[src/rtl/mfs_pkg.sv]
// Shared definitions for the maximum-frequency stack.
// Holds parameter defaults, request and status codes and the free-list command type.
// No dependencies.
package mfs_pkg;

    // Parameter defaults
    localparam int DEF_CAPACITY   = 256;
    localparam int DEF_VALUE_BITS = 12;

    // Request kind carried on s_tuser
    localparam logic REQ_PUSH = 1'b0;
    localparam logic REQ_POP  = 1'b1;

    // Result status carried on m_tuser
    typedef enum logic [1:0] {
        STAT_OK    = 2'd0,
        STAT_FULL  = 2'd1,
        STAT_EMPTY = 2'd2
    } status_t;

    // Free-list command: take a slot, or give one back
    typedef struct packed {
        logic take;
        logic give;
    } fl_cmd_t;

endpackage

[src/rtl/mfs_free_list.sv]
// Free-slot stack held in a memory with a fill mark.
// Entries below the lowest index ever taken read as their own index.
// Depends on mfs_pkg for fl_cmd_t.
module mfs_free_list #(
    parameter int CAPACITY = mfs_pkg::DEF_CAPACITY,
    parameter int SLOT_BITS = $clog2(mfs_pkg::DEF_CAPACITY)
) (
    input  logic                 aclk,
    input  logic                 aresetn,
    input  mfs_pkg::fl_cmd_t     cmd,
    input  logic [SLOT_BITS-1:0] give_slot,
    output logic [SLOT_BITS-1:0] take_slot,
    output logic                 empty
);

    localparam int CNT_BITS = $clog2(CAPACITY + 1);

    logic [SLOT_BITS-1:0] mem [CAPACITY];
    logic [CNT_BITS-1:0]  fc_reg;
    logic [CNT_BITS-1:0]  lo_reg;
    logic [CNT_BITS-1:0]  fc_dec;
    logic                 take_hit;
    logic                 hit_reg;
    logic [SLOT_BITS-1:0] idx_reg;
    logic [SLOT_BITS-1:0] rd_reg;
    logic                 can_give;

    assign fc_dec   = fc_reg - 1'b1;
    assign take_hit = (fc_dec >= lo_reg);
    assign can_give = (fc_reg < CNT_BITS'(CAPACITY));

    // Hold the count and the lowest index reached so far
    always_ff @(posedge aclk) begin
        if (!aresetn) begin
            fc_reg <= CNT_BITS'(CAPACITY);
            lo_reg <= CNT_BITS'(CAPACITY);
        end else if (cmd.take) begin
            fc_reg <= fc_dec;
            if (!take_hit) begin
                lo_reg <= fc_dec;
            end
        end else if (cmd.give && can_give) begin
            fc_reg <= fc_reg + 1'b1;
        end
    end

    // Memory access; a miss below the mark yields the index itself
    always_ff @(posedge aclk) begin
        if (cmd.give && can_give) begin
            mem[fc_reg[SLOT_BITS-1:0]] <= give_slot;
        end
        if (cmd.take) begin
            rd_reg  <= mem[fc_dec[SLOT_BITS-1:0]];
            idx_reg <= fc_dec[SLOT_BITS-1:0];
            hit_reg <= take_hit;
        end
    end

    assign take_slot = hit_reg ? rd_reg : idx_reg;
    assign empty     = (fc_reg == '0);

endmodule

[config.mk]
export PLATFORM = sky130hd
export DESIGN_NAME = mfs_free_list
export DESIGN_NICKNAME = d
export VERILOG_FILES = /design/src/rtl/mfs_pkg.sv /design/src/rtl/mfs_free_list.sv
export SDC_FILE = /design/constraint.sdc
export NUM_CORES = 2
export LEC_CHECK = 0
export BUFFER_PORTS_ARGS = -buffer_cell sky130_fd_sc_hd__buf_2
export CAP_MARGIN = 25
export CORE_ASPECT_RATIO = 1.4
export CORE_MARGIN = 1
export CORE_UTILIZATION = 51
export DETAILED_ROUTE_END_ITERATION = 8
export MAX_ROUTING_LAYER = met4
export PLACE_DENSITY = 0.64
export SLEW_MARGIN = 20
export SYNTH_ARGS = -nofsm -noshare
export SYNTH_HDL_FRONTEND = slang
export SYNTH_SLANG_ARGS = --single-unit
[constraint.sdc]
create_clock -name aclk -period 12.9 [get_ports aclk]
set_clock_uncertainty 0.15 [all_clocks]
set_input_delay 0.645 -clock aclk [delete_from_list [all_inputs] [get_ports aclk]]
set_output_delay 0.645 -clock aclk [all_outputs]
set_load 0.05 [all_outputs]
## Word level (Yosys, flattened, before mapping)

Memory sizes are Yosys's and may differ from the RTL's. A register that Yosys moved wholly into a read port is not among the register bits.
Cells that the tools add are included.

- Bits in writable memories: 2048
- Output and inout port bits: 9
- Memories kept: 1
- Register bits after elaboration: 27
- Word-level logic and storage cells: 19

- Bitwise logic cells: 1
- Magnitude comparators: 2
- Reduce and logical (&&, ||, !) cells: 4
- Multiplexer cells: 5
- Add/sub/neg operators: 2

Memories:

| name | words | width | rd ports | clocked after Yosys merged registers in | write ports | RTL line | text |
|---|---|---|---|---|---|---|---|
| mem | 256 | 8 | 1 | 1 | 1 | mfs_free_list.sv:18 | `logic [SLOT_BITS-1:0] mem [CAPACITY];` |

Operator list:

| operator | number |
|---|---|
| two-way mux 9 bit | 2 |
| adder 9 x 1 -> 9 bit (second input constant) | 1 |
| greater-or-equal comparator 9 bit | 1 |
| logical NOT 9 bit | 1 |
| less-than comparator 9 bit (second input constant) | 1 |
| subtractor 9 x 1 -> 9 bit (second input constant) | 1 |
| two-way mux 8 bit | 1 |
| two-way mux 1 bit | 2 |
| AND reduction 2 bit | 1 |
| nonzero test 2 bit | 1 |
| logical AND 1 bit | 1 |
| inverter 1 bit | 1 |

## Depth between registers and ports, before layout

- Word-level depth: 4
- Mapped depth: 18
- Mapped depth without buffers: 11

## Least setup slack after synthesis

Ideal clock, no wire load.

- Path kind: register -> register
- Start: register fc_reg[0]
- End: register lo_reg[8]
- Arrival time: 4.140 ns
- Path buffers: 8
- Library setup time: 0.121 ns
- Clock period less this slack: 4.410 ns
- Stages on the path, launching flop included: 19
- Required time: 12.629 ns
- Slack: 8.490 ns
- Cell sequence: dfxtp_1 -> buf_6 -> buf_6 -> buf_6 -> buf_2 -> inv_1 -> ha_1 -> clkbuf_1 -> clkbuf_1 -> clkbuf_1 -> inv_1 -> ha_1 -> a21o_1 -> a21o_1 -> a21oi_1 -> o21ai_0 -> a41oi_1 -> buf_1 -> mux2_2

- Word-level cells in the longest chain between the ends: 4

Ends and longest elaborated chain:

| what | RTL line | text |
|---|---|---|
| start, declared | mfs_free_list.sv:19 | `logic [CNT_BITS-1:0] fc_reg;` |
| start signal, assigned | mfs_free_list.sv:35 | `fc_reg <= CNT_BITS'(CAPACITY);` |
| start signal, assigned | mfs_free_list.sv:43 | `fc_reg <= fc_reg + 1'b1;` |
| subtractor 9 x 1 -> 9 bit | mfs_free_list.sv:28 | `assign fc_dec = fc_reg - 1'b1;` |
| named net fc_dec[0] | mfs_free_list.sv:21 | `logic [CNT_BITS-1:0] fc_dec;` |
| greater-or-equal comparator 9 bit | mfs_free_list.sv:29 | `assign take_hit = (fc_dec >= lo_reg);` |
| inverter 1 bit (no source line) | -- |  |
| AND reduction 2 bit (no source line) | -- |  |
| end signal, assigned | mfs_free_list.sv:36 | `lo_reg <= CNT_BITS'(CAPACITY);` |
| end, declared | mfs_free_list.sv:20 | `logic [CNT_BITS-1:0] lo_reg;` |

The timed path passes the listed nets, and every way through them passes these cells.
A chain may end at the register's enable or synchronous reset.

## Final worst setup path

- Start: register fc_reg[0]
- End: register rd_reg[2], read port of mem, data pin

- Word-level cells in the longest chain between the ends: 1

Ends and longest elaborated chain:

| what | RTL line | text |
|---|---|---|
| subtractor 9 x 1 -> 9 bit | mfs_free_list.sv:28 |  |
| named net fc_dec[0] | mfs_free_list.sv:21 |  |
| end, declared | mfs_free_list.sv:25 | `logic [SLOT_BITS-1:0] rd_reg;` |

The timed path passes the listed nets, and every way through them passes these cells.

==> reports/results.tsv <==
stage	metric	value	unit
clocking	cts.sinks	2083	
yosys	async_reset_ff_share	0	%
detailed_routing	routedWlPerCell	32.89	um
detailed_routing	dr_total_vias	36310	
hold_path	hold_end	mem[105][0]$_DFFE_PP_	
finish	finalInstanceArea	0.08915	mm2
clocking	cts_max_level	4	
detailed_routing	vias_per_cell	6.264	
sta	worst-slew-pin-transition	1.103	ns
pwr	netSwitchingPower	0.003853	W
die	die-area	0.1599	mm2
clocking	cts_root_buf	clkbuf_16	
sta	period_minus_slack	6.787	ns
grt	grt-ovfl-total	0	
die	die_x	338.2	um
yosys	ys_ff_latch	2083	
critical_path	critical_path_class	flip-flop to flip-flop	
yosys	synthTopCellsByCount	edfxtp_1 (2065), mux4_2 (640), nor2_1 (267)	
grt	grt.total_usage	25.09	%
clocking	cts-resized-gates	0	
yosys	synthFlopType	edfxtp_1	
die	fp.dieH	472.7	um
sta	setup_ws	6.113	ns
die	core	0.1571	mm2
detailed_routing	dr.pass1.iters	6	
hold_path	hold_class	input port to flip-flop	
clocking	clock_latency	0.84	ns
placement	dpl-instance-area	0.08309	mm2
yosys	synth_top_area_cell	edfxtp_1	
yosys	ys_seq_area_share	77.27	%
outcome	outcome	finished clean	
critical_path	start_kind	flip-flop	
placement	portBuffers	20	
die	rows	172	
pwr	p_leak	26.68	nW
placement	placedCellCount	5455	
critical_path	cp.arrival	7.18	ns
pwr	swShare	25.11	%
yosys	synth-edff-count	2065	
sta	final-hold-violation-count	0	
pwr	power.total	0.01534	W
yosys	synth_area_leaders	edfxtp_1 (77%), mux4_2 (18%), nor2_1 (1.2%)	
clocking	cts_inserted_buffers	185	
detailed_routing	drt_iter0_drc	4007	
critical_path	r2r_end	rd_reg[2]$_DFFE_PP_	
grt	grt_pass1_wl	276.3	mm
critical_path	crit_fanout	153	
sta	fin_tns_setup	0	ns
detailed_routing	ant_nets	0	
critical_path	cp.required	13.29	ns
critical_path	max_stage_delay	0.85	ns
pwr	ir_drop	0.1774	mV
yosys	yosysTopAreaCellShare	76.82	%
yosys	synth_nets	3530	
hold_path	hp-start	give_slot[0]	
yosys	synth_most_common_cell	edfxtp_1	
hold_path	hold_depth	1	
pwr	internal-power	0.01149	W
critical_path	regToRegSetupSlack	6.11	ns
yosys	netlist_area	0.08072	mm2
finish	instances_no_fill	5796	
finish	largest_reg_flops	2048	
critical_path	slowest_stage	buf_4	
sta	fin_crit_sh	52.61	%
critical_path	rr_startpoint	fc_reg[0]$_SDFFE_PN0P_	
sta	finalSetupViolations	0	
sta	maxSlewHeadroom	26.45	%
yosys	yosys_warnings	0	
grt	grt_pass1_vias	37880	
clocking	clockBufferDepth	3	
yosys	ys_types	46	
yosys	syn-instance-count	3504	
pwr	comb_power_share	14.9	%
finish	drive_gt1_share	27.15	%
clocking	tritoncts	built	
sta	finalMaxSlewViolations	0	
die	io_pins	21	
sta	fmax	147.3	MHz
pwr	clkPwrFrac	35.9	%
yosys	syn_avg_cell_area	23.04	um2
detailed_routing	route.detailed.drc	0	
die	floorplan.initialDensity	51.38	%
job	maxCapViolations	0	
critical_path	cp-end-kind	flip-flop	
clocking	path_clk_slew	0.06	ns
grt	grt_max_degree	154	
placement	dp_slack	5.783	ns
grt	grt_antenna_before_repair	4	
critical_path	cp_cell_sequence	buf_12 -> inv_1 -> ha_4 -> buf_4 -> buf_12 -> mux4_2 -> mux4_2 -> a22oi_1 -> a21oi_1 -> nor3_1 -> nor2_1	
critical_path	r2r_cells	11	
finish	nNetsFinal	3588	
placement	dp.final_hpwl	116.3	mm
finish	area_growth	10.44	%
detailed_routing	routed_wl	190.6	mm
pwr	pwr-share-seq	49.2	%
pwr	power_density	172.1	mW/mm2
placement	gp_congestion	0.8504	
sta	rsz0062_at_grt	no	
## power groups by stage
stage	Clock, W	Combinational (W)	Sequential, W
CTS	0.00557	0.00230	0.00756
finish	0.00551	0.00228	0.00755
global route	0.00582	0.00238	0.00755
detailed placement	0	0.00230	0.00770
floorplan	0	0.00146	0.00764
global placement	0	0.00228	0.00770
## layout make-up
class                           instances  area (um2)
Multi-Input combinational cell       1196       17400
Clock buffer                          230        4862
Inverter                               16       60.06
Tap cell                             2088        2613
Timing Repair Buffer                   80       748.2
Sequential cell                      2083       62370
Antenna cell                            3       7.507
Fill cell                           11280       67960
Clock inverter                        100        1081
## worst max-delay path: cells and delay by family, from the launching register on
family | cells | cell delay (ns)
buffers and inverters | 4 | 2.00
multiplexers | 2 | 0.94
AO/OA/AOI/OAI | 2 | 0.86
adder cells (fa/ha/maj) | 1 | 0.62
AND/OR/NAND/NOR | 2 | 0.85
flip-flops | 1 | 0.68
## repair_timing
item / CTS / global route
hold buffers: 1 / 0
buffers inserted: 0 / 0
hold endpoints to repair: 1 / 0
## worst max-delay path by stage
| stage | startpoint | end | slack, ns | cells past startpoint |
|---|---|---|---|---|
| floorplan | fc_reg[0]$_SDFFE_PN0P_ | lo_reg[8]$_SDFFE_PN1P_ | 8.49 | 18 |
| global placement | fc_reg[0]$_SDFFE_PN0P_ | rd_reg[2]$_DFFE_PP_ | 5.87 | 10 |
| detailed placement | fc_reg[0]$_SDFFE_PN0P_ | rd_reg[2]$_DFFE_PP_ | 5.78 | 10 |
| CTS | fc_reg[0]$_SDFFE_PN0P_ | rd_reg[2]$_DFFE_PP_ | 5.78 | 10 |
| global route | fc_reg[0]$_SDFFE_PN0P_ | rd_reg[2]$_DFFE_PP_ | 6.05 | 11 |
| finish | fc_reg[0]$_SDFFE_PN0P_ | rd_reg[2]$_DFFE_PP_ | 6.11 | 11 |
## stage by stage
step | hold WS (ns) | utilization, %
6_report | 0.3032 | 56.74
5_1_grt | 0.2973 | 56.74
4_1_cts | 0.2843 | 56.68
3_5_place_dp | 0.3128 | 52.89
3_3_place_gp | 0.2942 | 52.87
2_1_floorplan | 0.2847 | -
## cell usage in the layout, fill, tap and decap left out, types with 3 or more instances in the layout
master      count
diode_2         3
a21oi_1        34
inv_1          14
mux2_2          9
nand2_1        48
clkbuf_16     188
buf_4          49
buf_12         10
clkbuf_1       42
clkbuf_8        8
nand3_1        26
and3_1          3
clkinv_1       32
bufinv_16      21
or2_2           4
a22oi_1        65
nor2_2          3
and2_1          3
inv_6           7
nand4_1         3
xnor2_1         4
buf_2          12
mux4_2        640
xor2_1          6
edfxtp_1     2065
nor2_1        264
clkinv_2       26
dfxtp_1        17
clkinv_4        3
nor2b_1         8
nor3_1         20
ha_1           13
clkinv_8        3
nand2b_1        4
mux2i_1         8
o21ai_0         5
clkinvlp_4      7
## cell families after synthesis
logic type	after synthesis	share of synthesized area [%]
flops	2083	77.27
mux	657	18.08
simple gates	397	2.057
buf+inv	225	1.277
compound gates	116	0.9703
fa+ha+maj	14	0.2170
xor+xnor	12	0.1302
## per-layer routing
layer	share of wire [%]	GRT usage, %
met1	36	30.74
met5	0	-
met3	6.2	3.693
met2	53	42.32
met4	4.1	9.891
No activity file was read; power rests on OpenSTA's default activity.
